**src/sm83_pkg.sv**
```systemverilog
// ----------------------------------------------------------------------------
// sm83_pkg
// Shared types, state codes and opcode tables for the SM83 subset core.
// ----------------------------------------------------------------------------
package sm83_pkg;

    typedef enum logic [1:0] {
        FN_TICK  = 2'd0,
        FN_WRITE = 2'd1,
        FN_READ  = 2'd2,
        FN_NONE  = 2'd3
    } func_t;

    typedef struct packed {
        logic [1:0]  func;
        logic [15:0] addr;
        logic [7:0]  wbyte;
    } item_t;

    typedef enum logic [3:0] {
        ST_IDLE,
        ST_HRD,
        ST_OP,
        ST_B1,
        ST_B2,
        ST_CHK,
        ST_EXR,
        ST_W2,
        ST_RESP
    } state_t;

    localparam logic [4:0] TICK_MAX = 5'd31;

    // cycle count, zero for an unimplemented opcode
    function automatic logic [4:0] op_cycles(input logic [7:0] op);
        logic [3:0] lo4;
        logic [4:0] c;
        lo4 = op[3:0];
        c   = 5'd0;
        if (op == 8'h76) begin
            c = 5'd0;
        end else if (op[7:6] == 2'b01) begin
            c = (op[2:0] == 3'd6 || op[5:3] == 3'd6) ? 5'd8 : 5'd4;
        end else if (op[7:3] == 5'b10000) begin
            c = (op == 8'h86) ? 5'd8 : 5'd4;
        end else if (op[7:6] == 2'b00) begin
            if (op == 8'h00) c = 5'd4;
            else if (op == 8'h08) c = 5'd20;
            else if (lo4 == 4'h1) c = 5'd12;
            else if (lo4 == 4'h2 || lo4 == 4'hA || lo4 == 4'h3 || lo4 == 4'h9) c = 5'd8;
            else if (lo4 == 4'h4 || lo4 == 4'hC) c = (op == 8'h34) ? 5'd12 : 5'd4;
            else if (lo4 == 4'h6 || lo4 == 4'hE) c = (op == 8'h36) ? 5'd12 : 5'd8;
            else c = 5'd0;
        end else begin
            case (op)
                8'hC6:        c = 5'd8;
                8'hE0, 8'hF0: c = 5'd12;
                8'hE2, 8'hF2: c = 5'd8;
                8'hE8:        c = 5'd16;
                8'hF8:        c = 5'd12;
                8'hF9:        c = 5'd8;
                8'hEA, 8'hFA: c = 5'd16;
                default:      c = 5'd0;
            endcase
        end
        return c;
    endfunction

    function automatic logic [1:0] op_len(input logic [7:0] op);
        logic [1:0] n;
        n = 2'd1;
        if (op[7:6] == 2'b00) begin
            if (op[3:0] == 4'h1 || op == 8'h08) n = 2'd3;
            else if (op[3:0] == 4'h6 || op[3:0] == 4'hE) n = 2'd2;
        end else begin
            case (op)
                8'hEA, 8'hFA:                       n = 2'd3;
                8'hC6, 8'hE0, 8'hF0, 8'hE8, 8'hF8: n = 2'd2;
                default:                            n = 2'd1;
            endcase
        end
        return n;
    endfunction

endpackage

```
**src/sm83_front.sv**
```systemverilog
// ----------------------------------------------------------------------------
// sm83_front
// Input side: takes words and holds them in a two-entry queue.
// ----------------------------------------------------------------------------
module sm83_front (
    input  logic            clk,
    input  logic            rst_n,
    input  logic            in_valid,
    output logic            in_ready,
    input  sm83_pkg::item_t in_item,
    output logic            q_valid,
    output sm83_pkg::item_t q_item,
    input  logic            q_pop
);

    sm83_pkg::item_t buf_reg [2];
    logic            wp_reg, rp_reg;
    logic [1:0]      cnt_reg;
    logic            push;

    assign in_ready = (cnt_reg != 2'd2);
    assign push     = in_valid && in_ready;
    assign q_valid  = (cnt_reg != 2'd0);
    assign q_item   = buf_reg[rp_reg];

    always_ff @(posedge clk)
    begin
        if (push)
        begin
            buf_reg[wp_reg] <= in_item;
        end
    end

    always_ff @(posedge clk or negedge rst_n)
    begin
        if (!rst_n)
        begin
            wp_reg  <= 1'b0;
            rp_reg  <= 1'b0;
            cnt_reg <= 2'd0;
        end
        else
        begin
            if (push) wp_reg <= ~wp_reg;
            if (q_pop) rp_reg <= ~rp_reg;
            cnt_reg <= cnt_reg + {1'b0, push} - {1'b0, q_pop};
        end
    end

endmodule

```
**config.mk**
```make
export PLATFORM = sky130hd
export DESIGN_NAME = sm83_front
export DESIGN_NICKNAME = d
export VERILOG_FILES = /design/src/sm83_pkg.sv /design/src/sm83_front.sv
export SDC_FILE = /design/constraint.sdc
export NUM_CORES = 1
export LEC_CHECK = 0
export BUFFER_PORTS_ARGS = -buffer_cell sky130_fd_sc_hd__clkbuf_2
export CAP_MARGIN = 20
export CELL_PAD_IN_SITES_DETAIL_PLACEMENT = 1
export CELL_PAD_IN_SITES_GLOBAL_PLACEMENT = 2
export CORE_MARGIN = 5
export CORE_UTILIZATION = 38
export DETAILED_ROUTE_END_ITERATION = 8
export PLACE_DENSITY_LB_ADDON = 0.1
export SETUP_SLACK_MARGIN = 0.15
export SYNTH_ARGS = -nofsm -noshare
export SYNTH_HDL_FRONTEND = slang
export SYNTH_SLANG_ARGS = --single-unit
```
**constraint.sdc**
```tcl
create_clock -name clk -period 2.68 [get_ports clk]
set_clock_uncertainty 0.05 [all_clocks]
set_input_delay 0.134 -clock clk [delete_from_list [all_inputs] [get_ports clk]]
set_output_delay 0.134 -clock clk [all_outputs]
set_load 0.05 [all_outputs]
```
==> flow_summary_export.csv, run 1 <==
group,metric,value,unit
setup_path,cp_top_family,"flip-flops",
yosys,synthCells,98,
yosys,synth-seq-cells,56,
grt,grt_usage,0.1144,
floorplan,die_x,85.48,um
detailed_routing,vias,1169,
cells_and_area,num_antenna_cells,0,
sta,setup_slack,0.6304,ns
setup_path,worstPathRequired,2.50,ns
setup_path,slowest_delay,0.91,ns
grt,grt_antenna_before_repair,0,
clocking,cts.root.buffer_cell,"clkbuf_8",
pwr,peakVddDrop,0.6492,mV
cells_and_area,largest_register_ffs,52,
sta,hold_viol,0,
floorplan,die_y,85.48,um
pwr,power.total,3.369,mW
floorplan,coreArea,5507,um^2
detailed_routing,ant_nets,0,
cells_and_area,final_cell_mix,"clkbuf_2, edfxtp_1, dlygate4sd3_1",
sta,min_period,2.050,ns
placed_design,place_ws,0.9144,ns
placed_design,port_buffers,57,
setup_path,cp-start-kind,"flop",
clocking,cts_tree,"yes",
yosys,yosysWarnings,0,
setup_path,worstPathMaxFanout,27,
job,drv_cap,0,
setup_path,cp_cell_sequence,"mux2_1 > clkbuf_2",
clocking,clkLatencyLatePin,0.30,ns
clocking,clock-sinks,56,
sta,relSlewSlack,0.4549,
setup_path,critPathBufInv,1,
sta,timing.fmax,487.9,MHz
grt,grt_pass1_vias,1291,
detailed_routing,wl_per_cell,15.07,um
pwr,pwr_density_cell,1149,nW/um^2
floorplan,die_area,7306,um^2
sta,hold_slack,0.02580,ns
setup_path,cp-end-kind,"output port",
yosys,syn_area,2165,um^2
grt,grt_pass1_wl,6.272,mm
cells_and_area,drive_gt1_frac,0.4815,
sta,finalSetupTns,0,ns
detailed_routing,drcViolationCount,0,
detailed_routing,wl,3.932,mm
hold_path,worstHoldPathType,"primary input to flop",
clocking,cts.clk_slew.worst_paths,0.09,ns
grt,grt_max_degree,28,
detailed_routing,firstDrtPassIters,4,
floorplan,initial_utilization,0.3931,
sta,worstMarginPinSlew,0.8177,ns
yosys,syn_nets,129,
clocking,numCtsBuffers,5,
pwr,leakage,1.180,nW
setup_path,critPathKind,"flop to output port",
cells_and_area,layout_commonest_cell,"clkbuf_2",
setup_path,crit_arrival,1.87,ns
sta,min_period_over_period,0.7648,
detailed_routing,drt_iter0_drc,44,
placed_design,hpwl,2.717,mm
sta,drv_slew,0,
placed_design,gp_congestion,0.6416,
sta,grt_setup_unrepaired,"no",
yosys,synth_cell_types,16,
cells_and_area,fin_nets,219,
floorplan,io_pins,58,
yosys,synthesis.area_per_instance,22.09,um^2
status,status,"complete, no violations",
clocking,cts_setup_buffers,0,
clocking,htreeDepth,2,
cells_and_area,syn_to_final_growth,35.43,%
clocking,clock_path_buffers,2,
detailed_routing,drt-vias-per-instance,4.479,
yosys,synth_seq_area_share,0.7676,
grt,grt_overflow_total,0,
setup_path,slowest_stage,"dfrtp_2",
sta,setup-violations-final,0,
floorplan,num_rows,27,
-- path summary, 6_finish.rpt --
path / depth (start not counted) / endpoint / startpoint / slack (ns)
setup / recovery: 2 / q_item[3] / rp_reg / 0.63
hold / removal: 2 / rp_reg / q_pop / 0.03
setup reg to reg: 4 / buf_reg[0][11] / cnt_reg[1] / 0.95
hold reg to reg: 1 / wp_reg / wp_reg / 0.47
max in group asynchronous: 2 / rp_reg / rst_n / 2.33
min in group asynchronous: 2 / wp_reg / rst_n / 0.11
-- area by class of cell --
class / instances / area [um^2]
tap: 72 / 90.09
clock buffer: 5 / 68.82
timing repair buffer: 86 / 595.6
fill: 524 / 2575
clock inverter: 3 / 42.54
sequential: 56 / 1663
multi-input combinational: 39 / 471.7
-- layer usage --
layer / global-route usage / vias up / share of wire
met5: 0 / - / 0
met4: 0.03885 / 0 / 0.010
met1: 0.1254 / 572 / 0.38
li1: - / 558 / -
met2: 0.2062 / 35 / 0.55
met3: 0.03786 / 4 / 0.054
-- cells in the mapped netlist --
cell | instances | share of area
xnor2_1 | 3 | 0.012
nor2_1 | 1 | 0.0017
xor2_1 | 1 | 0.0040
nand2b_1 | 1 | 0.0029
or2_2 | 1 | 0.0029
mux2_4 | 19 | 0.13
edfxtp_1 | 52 | 0.72
mux2_1 | 7 | 0.036
a21oi_2 | 1 | 0.0040
a21bo_1 | 1 | 0.0046
dfrtp_1 | 4 | 0.046
ha_1 | 1 | 0.0058
and3_1 | 1 | 0.0029
nor3b_2 | 1 | 0.0058
nand2_1 | 1 | 0.0017
buf_6 | 3 | 0.016
-- worst reg2reg max path: cells and delay by family, from the launching register on --
family                 cells  cell delay (ns)
buffers and inverters      1             0.23
flip-flops                 1             0.43
AND/OR/NAND/NOR            3             0.73
-- report_power, final --
group / total (mW) / internal, mW / switching [mW]
sequential: 1.37 / 1.20 / 0.169
combinational: 1.46 / 0.500 / 0.962
clock: 0.540 / 0.277 / 0.263
total: 3.37 / 1.97 / 1.39
-- cells by family after synthesis --
| kind of cell | Yosys count | synth area share |
|---|---|---|
| and+or+nand+nor | 6 | 0.01792 |
| DFF | 56 | 0.7676 |
| xor gates and xnor gates | 4 | 0.01619 |
| AOI/OAI and AO/OA | 2 | 0.008671 |
| adders and majority gates | 1 | 0.005779 |
| muxes | 26 | 0.1682 |
| buffers and inverters | 3 | 0.01561 |
-- timing repair --
action,4_1_cts,5_1_grt
hold buffers,27,0
endpoints found under the hold margin,56,0
resized for setup,0,0
-- metrics by stage --
stage / area, um^2 / std cells / util
2_1_floorplan: 2167 / 98 / -
3_3_place_gp: 2550 / 226 / 0.4631
3_5_place_dp: 2550 / 226 / 0.4631
4_1_cts: 2932 / 261 / 0.5324
5_1_grt: 2932 / 261 / 0.5324
6_report: 2932 / 261 / 0.5324
Power figures use the tool's default switching activity.
==> run 2, diff against run 1 <==
--- a/config.mk
+++ b/config.mk
@@ -10,7 +10,7 @@
 export CELL_PAD_IN_SITES_DETAIL_PLACEMENT = 1
 export CELL_PAD_IN_SITES_GLOBAL_PLACEMENT = 2
 export CORE_MARGIN = 5
-export CORE_UTILIZATION = 38
+export CORE_UTILIZATION = 34
 export DETAILED_ROUTE_END_ITERATION = 8
 export PLACE_DENSITY_LB_ADDON = 0.1
 export SETUP_SLACK_MARGIN = 0.15
==> constraint.sdc (replaced) <==
create_clock -name clk -period 1.83 [get_ports clk]
set_clock_uncertainty 0.05 [all_clocks]
set_input_delay 0.0915 -clock clk [delete_from_list [all_inputs] [get_ports clk]]
set_output_delay 0.0915 -clock clk [all_outputs]
set_load 0.05 [all_outputs]
==> run 2 against run 1 <==
Against the previous run:
- via count barely moved
- first-iteration DRC count stayed put
- routed wire length grew 1.8%
- final area grew 0.55%
- count of clock-buffer cells in the layout unchanged
- clock power is 16% higher
- critical path type unchanged
- largest cell class unchanged
- largest power group unchanged
==> flow_summary_export.csv, run 2 (synthesized netlist as in run 1, its figures left out) <==
group,metric,value,unit
cells_and_area,fin_nets,224,
detailed_routing,ant_nets,0,
setup_path,cp-start-kind,"flop",
grt,grt_usage,0.1068,
setup_path,r2r_cells,4,
setup_path,crit_start,"rp_reg",
sta,worstMarginPinSlew,0.2926,ns
sta,grt_setup_unrepaired,"no",
pwr,peakVddDrop,0.8016,mV
floorplan,die_x,89.79,um
cells_and_area,syn_to_final_growth,36.19,%
job,drv_cap,0,
pwr,leakage,1.192,nW
sta,timing.fmax,623.1,MHz
grt,grt_max_degree,17,
detailed_routing,vias,1170,
cells_and_area,num-fill-cells,623,
setup_path,critPathKind,"flop to output port",
cells_and_area,final_cell_mix,"edfxtp_1, clkbuf_2, dlygate4sd3_1",
setup_path,reg2reg_to,"buf_reg[0][10]",
clocking,htreeDepth,2,
detailed_routing,drt_iter0_drc,44,
floorplan,io_pins,58,
detailed_routing,firstDrtPassIters,3,
setup_path,cp-end-kind,"output port",
grt,grt_antenna_before_repair,0,
cells_and_area,largest_register_ffs,52,
sta,min_period,1.605,ns
sta,relSlewSlack,0.8058,
cells_and_area,num_antenna_cells,0,
placed_design,gp_congestion,0.6465,
detailed_routing,wl,4.003,mm
clocking,clock-sinks,56,
sta,drv_slew,0,
grt,grt_pass1_wl,6.831,mm
floorplan,die_y,89.79,um
cells_and_area,final_util,0.4696,
placed_design,hpwl,2.926,mm
setup_path,reg2reg_setup_slack,0.40,ns
clocking,cts_tree,"yes",
detailed_routing,wl_per_cell,14.83,um
clocking,clock_path_buffers,2,
sta,hold_viol,0,
floorplan,initial_utilization,0.3448,
cells_and_area,drive_gt1_frac,0.4974,
detailed_routing,drcViolationCount,0,
placed_design,port_buffers,57,
pwr,pwr_density_cell,1642,nW/um^2
grt,grt_overflow_total,0,
clocking,cts.root.buffer_cell,"clkbuf_8",
detailed_routing,drt-vias-per-instance,4.333,
clocking,cts.clk_slew.worst_paths,0.09,ns
clocking,clkLatencyLatePin,0.30,ns
setup_path,r2r_start,"cnt_reg[1]",
hold_path,worstHoldPathType,"primary input to asynchronous set/reset pin",
clocking,numCtsBuffers,5,
setup_path,worstPathMaxFanout,15,
setup_path,crit_arrival,1.46,ns
sta,setup-violations-final,0,
sta,min_period_over_period,0.8769,
setup_path,endpoint,"q_item[5]",
floorplan,num_rows,29,
status,status,"complete, no violations",
floorplan,die_area,8062,um^2
setup_path,worstPathRequired,1.69,ns
floorplan,coreArea,6277,um^2
sta,finalSetupTns,0,ns
grt,grt_pass1_vias,1381,
==> run 2: cell count changes in the layout (fill, tap and decap cells not counted), moves of 2 or more <==
cell / change
buf_12: -2
buf_2: +5
buf_4: +4
clkbuf_2: -5
==> run 2: through the flow <==
| step | power [mW] | cell area, um^2 | setup slack (ns) | cells | hold slack [ns] |
|---|---|---|---|---|---|
| 2_1_floorplan | 3.745 | 2181 | 0.1654 | 98 | -0.2541 |
| 3_3_place_gp | 4.166 | 2575 | 0.4393 | 235 | -0.1400 |
| 3_5_place_dp | 4.221 | 2575 | 0.3978 | 235 | -0.1393 |
| 4_1_cts | 4.904 | 2940 | 0.1510 | 270 | 0.07338 |
| 5_1_grt | 5.111 | 2948 | 0.1462 | 270 | 0.06487 |
| 6_report | 4.840 | 2948 | 0.2252 | 270 | 0.07225 |
==> run 2: worst min-delay path by stage <==
stage	end	slack (ns)	depth (start not counted)
after floorplan	cnt_reg[0]	-0.25	0
after global placement	cnt_reg[1]	-0.14	1
after detailed placement	cnt_reg[1]	-0.14	1
after CTS	cnt_reg[1]	0.07	2
after global routing	cnt_reg[1]	0.06	2
final	cnt_reg[0]	0.07	2
==> run 2: timing repair <==
| action | in CTS | in global routing |
|---|---|---|
| setup endpoints to repair | 10 | 18 |
| gates resized for setup | 1 | 7 |
| hold buffers | 28 | 0 |
| setup buffers | 0 | 0 |
| hold endpoints to repair | 57 | 0 |
==> run 2: area by class of cell <==
type / count / area (um^2) / share of cell area
clock buffer: 5 / 68.82 / 0.02334
clock inverter: 2 / 12.51 / 0.004244
multi-input combinational: 39 / 485.5 / 0.1647
sequential: 56 / 1663 / 0.5641
tap: 77 / 96.34 / 0.03268
timing repair buffer: 91 / 621.8 / 0.2110
==> run 2: metal layers <==
metal,vias up,track usage,wire [um],share of wire
li1,564,-,-,-
met1,566,0.1212,1609,0.40
met2,34,0.1860,2115,0.53
met3,6,0.03589,218,0.054
met4,0,0.03778,58,0.014
met5,-,0,0,0
==> run 2: critical path, stage by stage, from the launching register on <==
cell and delay [ns]:
dfrtp_2 0.40, buf_8 0.19, mux2_1 0.34, clkbuf_2 0.24
==> run 2: power breakdown <==
group | internal, mW | leakage, nW | switching (mW)
registers | 1.76 | 0.529 | 0.116
logic | 0.774 | 0.623 | 1.57
clock network | 0.260 | 0.0400 | 0.364
